**config.mk**
```make
export PLATFORM = sky130hd
export DESIGN_NAME = normal_difference_curvature
export DESIGN_NICKNAME = d
export VERILOG_FILES = /design/src/rtl/ndc_pkg.sv /design/src/rtl/ndc_front.sv /design/src/rtl/ndc_back.sv /design/src/rtl/normal_difference_curvature.sv
export VERILOG_INCLUDE_DIRS = /design/src /design/src/rtl
export SDC_FILE = /design/constraint.sdc
export NUM_CORES = 2
export LEC_CHECK = 0
export ABC_CLOCK_PERIOD_IN_PS = 40900
export BUFFER_PORTS_ARGS = -buffer_cell sky130_fd_sc_hd__buf_2
export CAP_MARGIN = 15
export CELL_PAD_IN_SITES_DETAIL_PLACEMENT = 0
export CELL_PAD_IN_SITES_GLOBAL_PLACEMENT = 1
export CORE_MARGIN = 2
export CORE_UTILIZATION = 56
export CTS_BUF_LIST = sky130_fd_sc_hd__clkbuf_4 sky130_fd_sc_hd__clkbuf_8
export DETAILED_ROUTE_END_ITERATION = 10
export PLACE_DENSITY_LB_ADDON = 0.1
export SKIP_LAST_GASP = 1
export SLEW_MARGIN = 20
export SYNTH_ARGS = -nofsm -noshare
export SYNTH_HDL_FRONTEND = slang
export SYNTH_SLANG_ARGS = --single-unit
```
**constraint.sdc**
```tcl
create_clock -name i_clk -period 40.9 [get_ports i_clk]
set_clock_uncertainty 0.05 [all_clocks]
set_input_delay 8.18 -clock i_clk [delete_from_list [all_inputs] [get_ports i_clk]]
set_output_delay 8.18 -clock i_clk [all_outputs]
set_load 0.02 [all_outputs]
```
**src/rtl/normal_difference_curvature_macros.svh**
```systemverilog
// Assertion macros shared by the curvature RTL.
// Depends on i_clk and i_rst_n being visible in the module that uses them.
`ifndef NORMAL_DIFFERENCE_CURVATURE_MACROS_SVH
`define NORMAL_DIFFERENCE_CURVATURE_MACROS_SVH

// consequent must hold in the same cycle
`define NDC_ASSERT_NOW(label, ante, cons, msg) \
    label: assert property (@(posedge i_clk) disable iff (!i_rst_n) (ante) |-> (cons)) \
        else $error(msg);

// consequent must hold in the next cycle
`define NDC_ASSERT_NEXT(label, ante, cons, msg) \
    label: assert property (@(posedge i_clk) disable iff (!i_rst_n) (ante) |=> (cons)) \
        else $error(msg);

`endif

```
**src/rtl/ndc_pkg.sv**
```systemverilog
// Shared types and constants for the normal-difference curvature block.
// No dependencies.
package ndc_pkg;

    localparam int POS_W     = 32;
    localparam int NORM_W    = 16;
    localparam int DP_W      = 33;   // |position difference|, up to 2^32 - 1
    localparam int S_TDATA_W = 144;
    localparam int M_TDATA_W = 48;
    localparam int QUEUE_DEPTH = 2;

    localparam logic KIND_CENTER   = 1'b0;
    localparam logic KIND_NEIGHBOR = 1'b1;

    localparam logic CFG_MIN_DISTANCE  = 1'b0;
    localparam logic CFG_COLOR_DIVISOR = 1'b1;

    localparam logic [15:0] MIN_DIST_RESET  = 16'd66;
    localparam logic [7:0]  COLOR_DIV_RESET = 8'd5;

    // one classified transaction handed from front to back
    typedef struct packed {
        logic                         kind;
        logic                         last;
        logic [2:0][DP_W-1:0]         dp;
        logic [2:0][NORM_W-1:0]       dn;
    } t_item;

endpackage

```
**src/rtl/ndc_front.sv**
```systemverilog
// Input side: accepts transactions, keeps the center vertex, forms absolute
// differences and queues classified items. Depends on ndc_pkg.
module ndc_front #(
    parameter int Depth = ndc_pkg::QUEUE_DEPTH
) (
    input  logic                           i_clk,
    input  logic                           i_rst_n,
    input  logic                           s_axis_tvalid,
    output logic                           s_axis_tready,
    input  logic [ndc_pkg::S_TDATA_W-1:0]  s_axis_tdata,
    input  logic                           s_axis_tuser,
    input  logic                           s_axis_tlast,
    output ndc_pkg::t_item                 o_item,
    output logic                           o_item_valid,
    input  logic                           i_item_pop
);
    import ndc_pkg::*;

    localparam int PtrW = (Depth > 1) ? $clog2(Depth) : 1;
    localparam int CntW = $clog2(Depth + 1);

    logic [2:0][POS_W-1:0]  r_cpos;
    logic [2:0][NORM_W-1:0] r_cnorm;
    t_item                  r_q [Depth];
    logic [PtrW-1:0]        r_wr, r_rd;
    logic [CntW-1:0]        r_cnt;

    t_item      n_entry;
    logic       v_push, v_pop;
    logic [POS_W:0]  v_dpos;
    logic [NORM_W:0] v_dnorm;

    assign s_axis_tready = (r_cnt != CntW'(Depth));
    assign o_item_valid  = (r_cnt != '0);
    assign o_item        = r_q[r_rd];
    assign v_push        = s_axis_tvalid && s_axis_tready;
    assign v_pop         = i_item_pop && o_item_valid;

    always_comb begin
        n_entry      = '0;
        v_dpos       = '0;
        v_dnorm      = '0;
        n_entry.kind = s_axis_tuser;
        n_entry.last = s_axis_tlast;
        for (int c = 0; c < 3; c++) begin
            v_dpos = {s_axis_tdata[POS_W*c + POS_W-1], s_axis_tdata[POS_W*c +: POS_W]}
                   - {r_cpos[c][POS_W-1], r_cpos[c]};
            n_entry.dp[c] = v_dpos[POS_W] ? (~v_dpos + 1'b1) : v_dpos;
            v_dnorm = {s_axis_tdata[96 + NORM_W*c + NORM_W-1],
                       s_axis_tdata[96 + NORM_W*c +: NORM_W]}
                    - {r_cnorm[c][NORM_W-1], r_cnorm[c]};
            n_entry.dn[c] = v_dnorm[NORM_W] ? NORM_W'(~v_dnorm + 1'b1)
                                            : v_dnorm[NORM_W-1:0];
        end
    end

    always_ff @(posedge i_clk) begin
        if (!i_rst_n) begin
            r_cpos  <= '0;
            r_cnorm <= '0;
            r_wr    <= '0;
            r_rd    <= '0;
            r_cnt   <= '0;
        end else begin
            if (v_push) begin
                r_q[r_wr] <= n_entry;
                r_wr      <= (r_wr == PtrW'(Depth - 1)) ? '0 : r_wr + 1'b1;
                if (s_axis_tuser == KIND_CENTER) begin
                    for (int c = 0; c < 3; c++) begin
                        r_cpos[c]  <= s_axis_tdata[POS_W*c +: POS_W];
                        r_cnorm[c] <= s_axis_tdata[96 + NORM_W*c +: NORM_W];
                    end
                end
            end
            if (v_pop)
                r_rd <= (r_rd == PtrW'(Depth - 1)) ? '0 : r_rd + 1'b1;
            if (v_push && !v_pop)
                r_cnt <= r_cnt + 1'b1;
            else if (!v_push && v_pop)
                r_cnt <= r_cnt - 1'b1;
        end
    end

endmodule

```
**src/rtl/ndc_back.sv**
```systemverilog
// Execution side: squares on a shared 17x17 multiplier, bit-serial square
// root and restoring divider, curvature sum and result register.
// Depends on ndc_pkg and normal_difference_curvature_macros.svh.
`include "normal_difference_curvature_macros.svh"

module ndc_back (
    input  logic                           i_clk,
    input  logic                           i_rst_n,
    input  ndc_pkg::t_item                 i_item,
    input  logic                           i_item_valid,
    output logic                           o_item_pop,
    input  logic [15:0]                    i_min_distance,
    input  logic [7:0]                     i_color_divisor,
    output logic                           o_m_valid,
    input  logic                           i_m_ready,
    output logic [ndc_pkg::M_TDATA_W-1:0]  o_m_data,
    output logic                           o_m_user
);
    import ndc_pkg::*;

    typedef enum logic [3:0] {
        S_IDLE, S_MUL_N, S_ROOT_LD, S_ROOT_D, S_ROOT_N, S_DIV_T,
        S_LAST, S_DIV_M, S_MUL_C, S_COLOR, S_DIV_C, S_OUT
    } t_state;

    localparam logic [1:0] PART_LL = 2'd0;
    localparam logic [1:0] PART_HL = 2'd1;
    localparam logic [1:0] PART_HH = 2'd2;

    t_state                 r_state;
    logic [2:0][DP_W-1:0]   r_dp;
    logic [2:0][NORM_W-1:0] r_dn;
    logic                   r_last;
    logic [39:0]            r_sum;
    logic [2:0]             r_count;
    // multiplier pipe
    logic [3:0]             r_step;
    logic                   r_issued;
    logic                   r_pv;
    logic [33:0]            r_prod;
    logic                   r_ptgt;    // 1: normal / divisor accumulator
    logic [1:0]             r_psh;
    logic [65:0]            r_psq;
    logic [33:0]            r_nsq;
    // root and divider
    logic [5:0]             r_iter;
    logic [65:0]            r_rad;
    logic [33:0]            r_srem;
    logic [32:0]            r_root;
    logic [32:0]            r_dist;
    logic [47:0]            r_drem;
    logic [39:0]            r_dq;
    logic [47:0]            r_den;
    // result
    logic [31:0]            r_mean;
    logic [7:0]             r_q;
    logic                   r_res_valid;
    logic                   r_m_valid;
    logic [31:0]            r_m_mean;
    logic [7:0]             r_m_green;
    logic                   r_m_res;

    logic [32:0] v_src;
    logic [1:0]  v_part;
    logic        v_tgt;
    logic [16:0] v_a, v_b;
    logic [33:0] v_prod;
    logic [1:0]  v_sh;
    logic [7:0]  v_div;
    logic [65:0] v_addend;
    logic [35:0] v_rem2, v_trial, v_rsub;
    logic        v_rge;
    logic [48:0] v_dt, v_dsub;
    logic        v_dge;

    assign o_item_pop = (r_state == S_IDLE) && i_item_valid;
    assign o_m_valid  = r_m_valid;
    // blue is 255 - green for a valid result, zero otherwise
    assign o_m_data   = {(r_m_res ? ~r_m_green : 8'd0), r_m_green, r_m_mean};
    assign o_m_user   = r_m_res;
    assign v_div      = (i_color_divisor == '0) ? 8'd1 : i_color_divisor;

    // operand schedule: three components as lo*lo, hi*lo, hi*hi, then the
    // normal squares, then mean squared and divisor squared
    always_comb begin
        v_tgt = 1'b0;
        unique case (r_step)
            4'd0:  begin v_src = r_dp[0];             v_part = PART_LL; end
            4'd1:  begin v_src = r_dp[0];             v_part = PART_HL; end
            4'd2:  begin v_src = r_dp[0];             v_part = PART_HH; end
            4'd3:  begin v_src = r_dp[1];             v_part = PART_LL; end
            4'd4:  begin v_src = r_dp[1];             v_part = PART_HL; end
            4'd5:  begin v_src = r_dp[1];             v_part = PART_HH; end
            4'd6:  begin v_src = r_dp[2];             v_part = PART_LL; end
            4'd7:  begin v_src = r_dp[2];             v_part = PART_HL; end
            4'd8:  begin v_src = r_dp[2];             v_part = PART_HH; end
            4'd9:  begin v_src = {17'd0, r_dn[0]};    v_part = PART_LL; v_tgt = 1'b1; end
            4'd10: begin v_src = {17'd0, r_dn[1]};    v_part = PART_LL; v_tgt = 1'b1; end
            4'd11: begin v_src = {17'd0, r_dn[2]};    v_part = PART_LL; v_tgt = 1'b1; end
            4'd12: begin v_src = {1'b0, r_mean};      v_part = PART_LL; end
            4'd13: begin v_src = {1'b0, r_mean};      v_part = PART_HL; end
            4'd14: begin v_src = {1'b0, r_mean};      v_part = PART_HH; end
            default: begin v_src = {25'd0, v_div};    v_part = PART_LL; v_tgt = 1'b1; end
        endcase
        unique case (v_part)
            PART_HL: begin v_a = v_src[32:16]; v_b = {1'b0, v_src[15:0]}; v_sh = PART_HL; end
            PART_HH: begin v_a = v_src[32:16]; v_b = v_src[32:16];         v_sh = PART_HH; end
            default: begin
                v_a = {1'b0, v_src[15:0]}; v_b = {1'b0, v_src[15:0]}; v_sh = PART_LL;
            end
        endcase
        v_prod = v_a * v_b;
    end

    always_comb begin
        unique case (r_psh)
            PART_HL: v_addend = {15'd0, r_prod, 17'd0};   // 2*hi*lo << 16
            PART_HH: v_addend = {r_prod, 32'd0};
            default: v_addend = {32'd0, r_prod};
        endcase
    end

    // one root digit and one quotient bit per cycle
    always_comb begin
        v_rem2  = {r_srem, r_rad[65:64]};
        v_trial = {1'b0, r_root, 2'b01};
        v_rsub  = v_rem2 - v_trial;
        v_rge   = (v_rem2 >= v_trial);
        v_dt    = {r_drem, r_dq[39]};
        v_dsub  = v_dt - {1'b0, r_den};
        v_dge   = (v_dt >= {1'b0, r_den});
    end

    always_ff @(posedge i_clk) begin
        if (!i_rst_n) begin
            r_state   <= S_IDLE;
            r_sum     <= '0;
            r_count   <= '0;
            r_pv      <= 1'b0;
            r_issued  <= 1'b0;
            r_iter    <= '0;
            r_m_valid <= 1'b0;
        end else begin
            if (r_m_valid && i_m_ready && r_state != S_OUT)
                r_m_valid <= 1'b0;

            if (r_state == S_MUL_N || r_state == S_MUL_C) begin
                if (r_pv) begin
                    if (r_ptgt)
                        r_nsq <= r_nsq + r_prod;
                    else
                        r_psq <= r_psq + v_addend;
                end
                if (!r_issued) begin
                    r_prod <= v_prod;
                    r_ptgt <= v_tgt;
                    r_psh  <= v_sh;
                    r_pv   <= 1'b1;
                    r_step <= r_step + 1'b1;
                    if (r_step == ((r_state == S_MUL_C) ? 4'd15 : 4'd11))
                        r_issued <= 1'b1;
                end else begin
                    r_pv    <= 1'b0;
                    r_state <= (r_state == S_MUL_C) ? S_COLOR : S_ROOT_LD;
                end
            end

            if ((r_state == S_ROOT_D || r_state == S_ROOT_N) && r_iter != '0) begin
                r_srem <= v_rge ? v_rsub[33:0] : v_rem2[33:0];
                r_root <= {r_root[31:0], v_rge};
                r_rad  <= {r_rad[63:0], 2'b00};
                r_iter <= r_iter - 1'b1;
            end
            if ((r_state == S_DIV_T || r_state == S_DIV_M || r_state == S_DIV_C)
                    && r_iter != '0) begin
                r_drem <= v_dge ? v_dsub[47:0] : v_dt[47:0];
                r_dq   <= {r_dq[38:0], v_dge};
                r_iter <= r_iter - 1'b1;
            end

            unique case (r_state)
                S_IDLE: begin
                    if (i_item_valid) begin
                        if (i_item.kind == KIND_CENTER) begin
                            r_sum   <= '0;
                            r_count <= '0;
                        end else begin
                            r_dp     <= i_item.dp;
                            r_dn     <= i_item.dn;
                            r_last   <= i_item.last;
                            r_psq    <= '0;
                            r_nsq    <= '0;
                            r_step   <= 4'd0;
                            r_issued <= 1'b0;
                            r_pv     <= 1'b0;
                            r_state  <= S_MUL_N;
                        end
                    end
                end
                S_MUL_N, S_MUL_C: ;
                S_ROOT_LD: begin
                    r_rad   <= r_psq;
                    r_srem  <= '0;
                    r_root  <= '0;
                    r_iter  <= 6'd33;
                    r_state <= S_ROOT_D;
                end
                S_ROOT_D: begin
                    if (r_iter == '0) begin
                        r_dist <= r_root;
                        if (r_root > {17'd0, i_min_distance} && r_count != 3'd7) begin
                            // normal difference length: sqrt(nsq << 4)
                            r_rad   <= {r_nsq, 32'd0};
                            r_srem  <= '0;
                            r_root  <= '0;
                            r_iter  <= 6'd19;
                            r_state <= S_ROOT_N;
                        end else begin
                            r_state <= S_LAST;
                        end
                    end
                end
                S_ROOT_N: begin
                    if (r_iter == '0) begin
                        r_drem  <= '0;
                        r_dq    <= {r_root[18:0], 21'd0};
                        r_den   <= {15'd0, r_dist};
                        r_iter  <= 6'd35;
                        r_state <= S_DIV_T;
                    end
                end
                S_DIV_T: begin
                    if (r_iter == '0) begin
                        r_sum   <= r_sum + {5'd0, r_dq[34:0]};
                        r_count <= r_count + 1'b1;
                        r_state <= S_LAST;
                    end
                end
                S_LAST: begin
                    if (!r_last) begin
                        r_state <= S_IDLE;
                    end else if (r_count == '0) begin
                        r_mean      <= '0;
                        r_q         <= '0;
                        r_res_valid <= 1'b0;
                        r_state     <= S_OUT;
                    end else begin
                        r_res_valid <= 1'b1;
                        r_drem      <= '0;
                        r_dq        <= r_sum;
                        r_den       <= {45'd0, r_count};
                        r_iter      <= 6'd40;
                        r_state     <= S_DIV_M;
                    end
                end
                S_DIV_M: begin
                    if (r_iter == '0) begin
                        r_mean   <= (r_dq[39:32] != '0) ? '1 : r_dq[31:0];
                        r_psq    <= '0;
                        r_nsq    <= '0;
                        r_step   <= 4'd12;
                        r_issued <= 1'b0;
                        r_pv     <= 1'b0;
                        r_state  <= S_MUL_C;
                    end
                end
                S_COLOR: begin
                    // mean^2 against 256 * div^2 * 2^32 decides saturation
                    if (r_psq[63:0] >= {8'd0, r_nsq[15:0], 40'd0}) begin
                        r_q     <= 8'hFF;
                        r_state <= S_OUT;
                    end else begin
                        r_drem  <= r_psq[55:8];
                        r_dq    <= {r_psq[7:0], 32'd0};
                        r_den   <= {r_nsq[15:0], 32'd0};
                        r_iter  <= 6'd8;
                        r_state <= S_DIV_C;
                    end
                end
                S_DIV_C: begin
                    if (r_iter == '0) begin
                        r_q     <= r_dq[7:0];
                        r_state <= S_OUT;
                    end
                end
                S_OUT: begin
                    if (!r_m_valid || i_m_ready) begin
                        r_m_valid <= 1'b1;
                        r_m_mean  <= r_mean;
                        r_m_green <= r_q;
                        r_m_res   <= r_res_valid;
                        r_sum     <= '0;
                        r_count   <= '0;
                        r_state   <= S_IDLE;
                    end
                end
                default: r_state <= S_IDLE;
            endcase
        end
    end

    `NDC_ASSERT_NOW(a_den_nonzero, (r_state == S_DIV_T || r_state == S_DIV_M || r_state == S_DIV_C) && (r_iter != 6'd0), r_den != 48'd0, "divider running with zero divisor")
    `NDC_ASSERT_NOW(a_count_cap, (r_state == S_DIV_T) && (r_iter == 6'd0), r_count != 3'd7, "term added past count limit")
    `NDC_ASSERT_NEXT(a_empty_last, (r_state == S_LAST) && r_last && (r_count == 3'd0), (r_state == S_OUT) && !r_res_valid, "last neighbor with no terms did not report invalid")

endmodule

```
**src/rtl/normal_difference_curvature.sv**
```systemverilog
// Top level of the normal-difference curvature block: configuration
// registers, front (queue) and back (arithmetic). Depends on ndc_pkg.
//
//  channel   direction  handshake              contents
//  s_axis    in         tvalid/tready          tdata pos/norm, tuser func, tlast last
//  m_axis    out        tvalid/tready          tdata mean/green/blue, tuser valid_res
//  cfg       in         i_cfg_we               i_cfg_idx, i_cfg_data
//
// A center transaction only clears the running sum and count in the back end.
// A neighbor runs 12 multiplies on one 17x17 multiplier and a 33-step square
// root, then a 19-step root and a 35-step divide when its term is counted. A
// last neighbor with counted terms adds a 40-step mean divide, 4 multiplies
// and an 8-step color divide, the divide skipped when the color saturates.
// A stalled output holds the back end until the result register frees. The
// front queue holds two transactions so input and output stall independently;
// reset is synchronous and needs no clearing pass.
module normal_difference_curvature #(
    parameter int QueueDepth = ndc_pkg::QUEUE_DEPTH
) (
    input  logic                           i_clk,
    input  logic                           i_rst_n,
    input  logic                           s_axis_tvalid,
    output logic                           s_axis_tready,
    // pos_x, pos_y, pos_z, norm_x, norm_y, norm_z (lowest first)
    input  logic [ndc_pkg::S_TDATA_W-1:0]  s_axis_tdata,
    // func
    input  logic                           s_axis_tuser,
    input  logic                           s_axis_tlast,
    output logic                           m_axis_tvalid,
    input  logic                           m_axis_tready,
    // mean, green, blue (lowest first)
    output logic [ndc_pkg::M_TDATA_W-1:0]  m_axis_tdata,
    // valid_res
    output logic                           m_axis_tuser,
    input  logic                           i_cfg_we,
    input  logic                           i_cfg_idx,
    input  logic [15:0]                    i_cfg_data
);
    import ndc_pkg::*;

    logic [15:0] r_min_distance;
    logic [7:0]  r_color_divisor;
    t_item       w_item;
    logic        w_item_valid;
    logic        w_item_pop;

    always_ff @(posedge i_clk) begin
        if (!i_rst_n) begin
            r_min_distance  <= MIN_DIST_RESET;
            r_color_divisor <= COLOR_DIV_RESET;
        end else if (i_cfg_we) begin
            unique case (i_cfg_idx)
                CFG_MIN_DISTANCE:  r_min_distance  <= i_cfg_data;
                CFG_COLOR_DIVISOR: r_color_divisor <= i_cfg_data[7:0];
                default: ;
            endcase
        end
    end

    ndc_front #(
        .Depth (QueueDepth)
    ) u_front (
        .i_clk         (i_clk),
        .i_rst_n       (i_rst_n),
        .s_axis_tvalid (s_axis_tvalid),
        .s_axis_tready (s_axis_tready),
        .s_axis_tdata  (s_axis_tdata),
        .s_axis_tuser  (s_axis_tuser),
        .s_axis_tlast  (s_axis_tlast),
        .o_item        (w_item),
        .o_item_valid  (w_item_valid),
        .i_item_pop    (w_item_pop)
    );

    ndc_back u_back (
        .i_clk           (i_clk),
        .i_rst_n         (i_rst_n),
        .i_item          (w_item),
        .i_item_valid    (w_item_valid),
        .o_item_pop      (w_item_pop),
        .i_min_distance  (r_min_distance),
        .i_color_divisor (r_color_divisor),
        .o_m_valid       (m_axis_tvalid),
        .i_m_ready       (m_axis_tready),
        .o_m_data        (m_axis_tdata),
        .o_m_user        (m_axis_tuser)
    );

endmodule
```
# Yosys cells after proc, flatten, opt, wreduce, memory -nomap -nowiden
# Memories as Yosys holds them, arrays and structs flattened. A register that Yosys moved wholly into a read port is not among the register bits.
# Index checks and enable logic that the tools add are counted.
# classes
reduce_logical	52
n_addsub	24
magnitude_cmp	4
bitwise_logic	10
n_eq_ne	45
n_mux	138
n_mul	1
# op_table
operator	n
66-bit 2-to-1 mux	9
48-bit 2-to-1 mux	10
66-bit case mux with 2 select lines	3
40-bit 2-to-1 mux	9
34-bit 2-to-1 mux	10
48-bit case mux with 3 select lines	2
40-bit case mux with 3 select lines	2
33-bit case mux with 7 select lines	1
33-bit 2-to-1 mux	6
34-bit case mux with 2 select lines	2
32-bit 2-to-1 mux	4
33-bit by 1-bit adder with 33-bit output (second input constant)	3
33-bit NOT	3
32-bit by 32-bit subtractor with 33-bit output	3
4-bit 2-to-1 mux	18
66-bit adder	1
33-bit case mux with 2 select lines	1
64-bit by 56-bit greater-or-equal comparator with 1-bit output	1
32-bit case mux with 2 select lines	1
16-bit by 16-bit subtractor with 17-bit output	3
49-bit by 48-bit greater-or-equal comparator with 1-bit output	1
16-bit by 1-bit adder with 16-bit output (second input constant)	3
16-bit 2-to-1 mux	3
6-bit 2-to-1 mux	8
59 further kinds	167
# totals
out_inout_bits	51
memories	1
register_bits	901
input_bits	168
word_cells	319
ramBits	298
# mem_list
memory	words	width	rd	rd_ports_with_merged_regs	wr	line	source
u_front.r_q	2	149	1	1	1	ndc_front.sv:24	t_item r_q [Depth];

# Longest topological paths before layout
# logic_depth
depth_word	9
mapped_depth	38
depth_no_buf	37

# Hierarchy
# Synthesis repeated with hierarchy kept, for this count alone.
# hier_totals
hier_cells	8575
hier_area_um2	82342.7
# modules_own_cells
mod	instances	cells_each	area_per_inst_um2
ndc_back	1	5629	53797.8
ndc_front	1	2845	27589.0
normal_difference_curvature	1	101	955.9

# Worst setup path after synthesis
# OpenSTA, ideal clock, no wires.
# synth_timing
path_kind	in2reg
startpoint	in i_rst_n
endpoint	mem u_front.r_q[0][0] (netlist bit) (enable)
arrival_ns	19.425
cell_stages	3
required_time_ns	39.980
path_slack_ns	20.555
path_cell_list	clkbuf_1 clkbuf_1 nor3b_1
# synth_via
elab_chain_cells	2
# synth_lines
element	line	source
start, declared	normal_difference_curvature.sv:21	input logic i_rst_n,
1-bit 2-to-1 mux	ndc_front.sv:58	if (!i_rst_n) begin
1-bit 2-to-1 mux (not written as such)	ndc_front.sv:66	r_q[r_wr] <= n_entry;
end, declared	ndc_front.sv:24	
# No other way between the ends.

# Final worst setup path
# layout_timing
startpoint	in i_rst_n
endpoint	reg u_back.r_drem[39] (enable)
# layout_lines
element	line	source
end signal, assigned	ndc_back.sv:176	r_drem <= v_dge ? v_dsub[47:0] : v_dt[47:0];
end signal, assigned	ndc_back.sv:273	r_drem <= r_psq[55:8];
end, declared	ndc_back.sv:51	logic [47:0] r_drem;
# No word-level cell between the ends.

==> out/metrics.yaml <==
grt_pass1_vias: 60000
ys_top_cells_by_count: "1237 x nand2_1, 971 x edfxtp_1, 681 x inv_1"
fin_nets: 9367
die_y_um: 384
clockBufferDepth: 3
syn_area_per_cell_um2: 9.74
clkSlewWorstSetupHoldPaths_ns: 0.06
yosysUniqueCellTypes: 109
numCtsBuffers: 203
holdPathStages: 0
io_pins: 219
ant_nets: 0
seq_area_frac_synth_pct: 41.7
grtUsageTotal_pct: 29.1
start_util_pct: 56.4
num_rows: 139
yosys_warnings: 0
synthCells: 8313
drc_errors: 0
grt_use_met1_pct: 39.5
worstHoldPathType: "reg2reg"
globalRouteOverflowTotal: 0
cp.required_ns: 41.39
die_area_um2: 148000
fmaxAchievable_mhz: 87.3
worstMarginPinSlew_ns: 1.25
clock_latency_ns: 0.96
post_cts_buffers: 0
die_width_um: 384
finalHoldViolations: 0
r2r_start: "u_back.r_step[0]"
max_cap_viol_count: 0
grtUsageMet3_pct: 3.98
critPathCaptureType: "flop"
cts_sinks: 1200
ys_ff_latch: 1200
worstPathArrival_ns: 11.94
cp-endpoint: "u_back.r_drem[39]"
setup_tns_ns: 0
area_growth_pct: 8.81
yosys.area.top_type_share_pct: 36.0
finalSetupViolCount: 0
grt-busiest-layer: "met2"
grtUsageMet2_pct: 47.3
post_cts_resized: 0
post-synth-top-count-cell: "nand2_1"
period_minus_slack_ns: 11.45
worst-r2r-cell-count: 36
cp-start-kind: "input port"
grt_pass1_wl_um: 338000
timing.final.crit_share_pct: 28.0
drive_gt1_share_pct: 10.6
grt_max_degree: 102
hpwl_um: 160000
holdBufCountCts: 0
synth_area_leader_cell: "edfxtp_1"
syn_area_um2: 81000
vias: 61900
viasPerCell: 5.88
synthTopCellsByArea: "edfxtp_1 36%, ha_1 8.0%, fa_1 5.8%"
dr.pass1.iters: 7
rsz0062_at_grt: "no"
path_max_fanout: 101
io_buffers: 218
slew_violations: 0
reg2reg_slack_ns: 30.79
synth_ff_type: "edfxtp_1"
path_class: "in2reg"
cp-startpoint: "i_rst_n"
core_area_um2: 143000
status: "finished clean"
cts-htree-levels: 4
synth_edf_count: 971
synthesis.nets: 9235
async_flop_share_pct: 0
grt_antenna_before_repair: 10
dr.first_iter.drc_count: 5304
cts_tree: "built"
place.gp.congestion: 0.923
avgRoutedWirePerCell_um: 20.7
slew_headroom_pct: 16.7
wl_um: 217000
r2r_end: "u_back.r_prod[30]"
clock-root-buffer: "clkbuf_8"
[registers in the layout, summed over array words and instances (netlist names), 32 cells and up, named ones only]
register / count
u_back.r_den: 48
u_back.r_dist: 33
u_back.r_dn: 48
u_back.r_dp: 99
u_back.r_dq: 40
u_back.r_drem: 48
u_back.r_m_mean: 32
u_back.r_mean: 32
u_back.r_nsq: 34
u_back.r_prod: 34
u_back.r_psq: 66
u_back.r_rad: 66
u_back.r_root: 33
u_back.r_srem: 34
u_back.r_sum: 40
u_front.r_cnorm: 48
u_front.r_cpos: 96
u_front.r_q: 298
[layer usage]
layer  vias to the layer above  part of all wire (%)
li1                      29800                     -
met1                     29900                    44
met2                      1784                    46
met3                       361                   5.7
met4                         2                   3.9
met5                         -                0.0069
[metrics by stage]
step | setup slack (ns) | area (um2) | hold WS [ns] | util [%] | cells
global route | 29.23 | 88100 | 0.379 | 61.4 | 10500
global placement | 28.58 | 83800 | 0.354 | 58.4 | 10100
CTS | 29.55 | 88000 | 0.364 | 61.4 | 10500
finish | 29.45 | 88100 | 0.363 | 61.4 | 10500
floorplan | 20.55 | 81000 | 0.350 | - | 8313
detailed placement | 28.53 | 83800 | 0.355 | 58.4 | 10100
[critical path: stages]
cell and delay [ns]:
buf_8 0.48, buf_4 0.69, buf_4 0.81, buf_4 0.90, buf_4 0.68
[cells by family (layout without fill, tap and decap cells)]
logic type / count (synthesis) / in the layout / synth area share, %
compound gates: 2070 / 2070 / 17.1
xor+xnor: 472 / 472 / 5.11
fa+ha+maj: 754 / 754 / 13.8
buf+inv: 1053 / 1354 / 4.91
flops: 1200 / 1200 / 41.7
mux: 260 / 260 / 3.46
other cells: 0 / 6 / 0
simple gates: 2504 / 2504 / 13.9
[placed cells by master (no fill, tap or decap), types with 77 or more instances in the layout]
cell type  instances
a21boi_0         184
a21o_1           210
a21oi_1          547
a22oi_1           85
and2_1           126
buf_2            219
buf_4             77
clkbuf_8         214
dfxtp_1          228
edfxtp_1         971
fa_1             234
ha_1             520
inv_1            681
mux2_2           162
mux2i_1           97
nand2_1         1236
nand3_1           98
nor2_1           474
nor2b_1           97
nor3_1           128
o21a_1            98
o21ai_0          360
xnor2_1          292
xor2_1           180
[final cells by class]
cell class,count,area [um2]
well taps,1903,2380
clock inverters,100,835
diodes,6,15.0
multi-input cells,6060,43500
fillers,12200,55400
inverters,682,2560
repair buffers,298,1710
clock buffers,274,3400
flip-flops and latches,1200,33700
[worst min-delay path by stage]
stage                                  start                  end  slack, ns
final                          u_back.r_q[3]  u_back.r_m_green[3]       0.36
after global routing           u_back.r_q[4]  u_back.r_m_green[4]       0.38
after CTS                      u_back.r_q[3]  u_back.r_m_green[3]       0.36
after detailed placement       u_back.r_q[3]  u_back.r_m_green[3]       0.35
after global placement    u_back.r_res_valid      u_back.o_m_user       0.35
after floorplan           u_back.r_res_valid      u_back.o_m_user       0.35
Power is not shown: default switching activity piles up to over one toggle a cycle in this logic, so the estimate is an artifact.
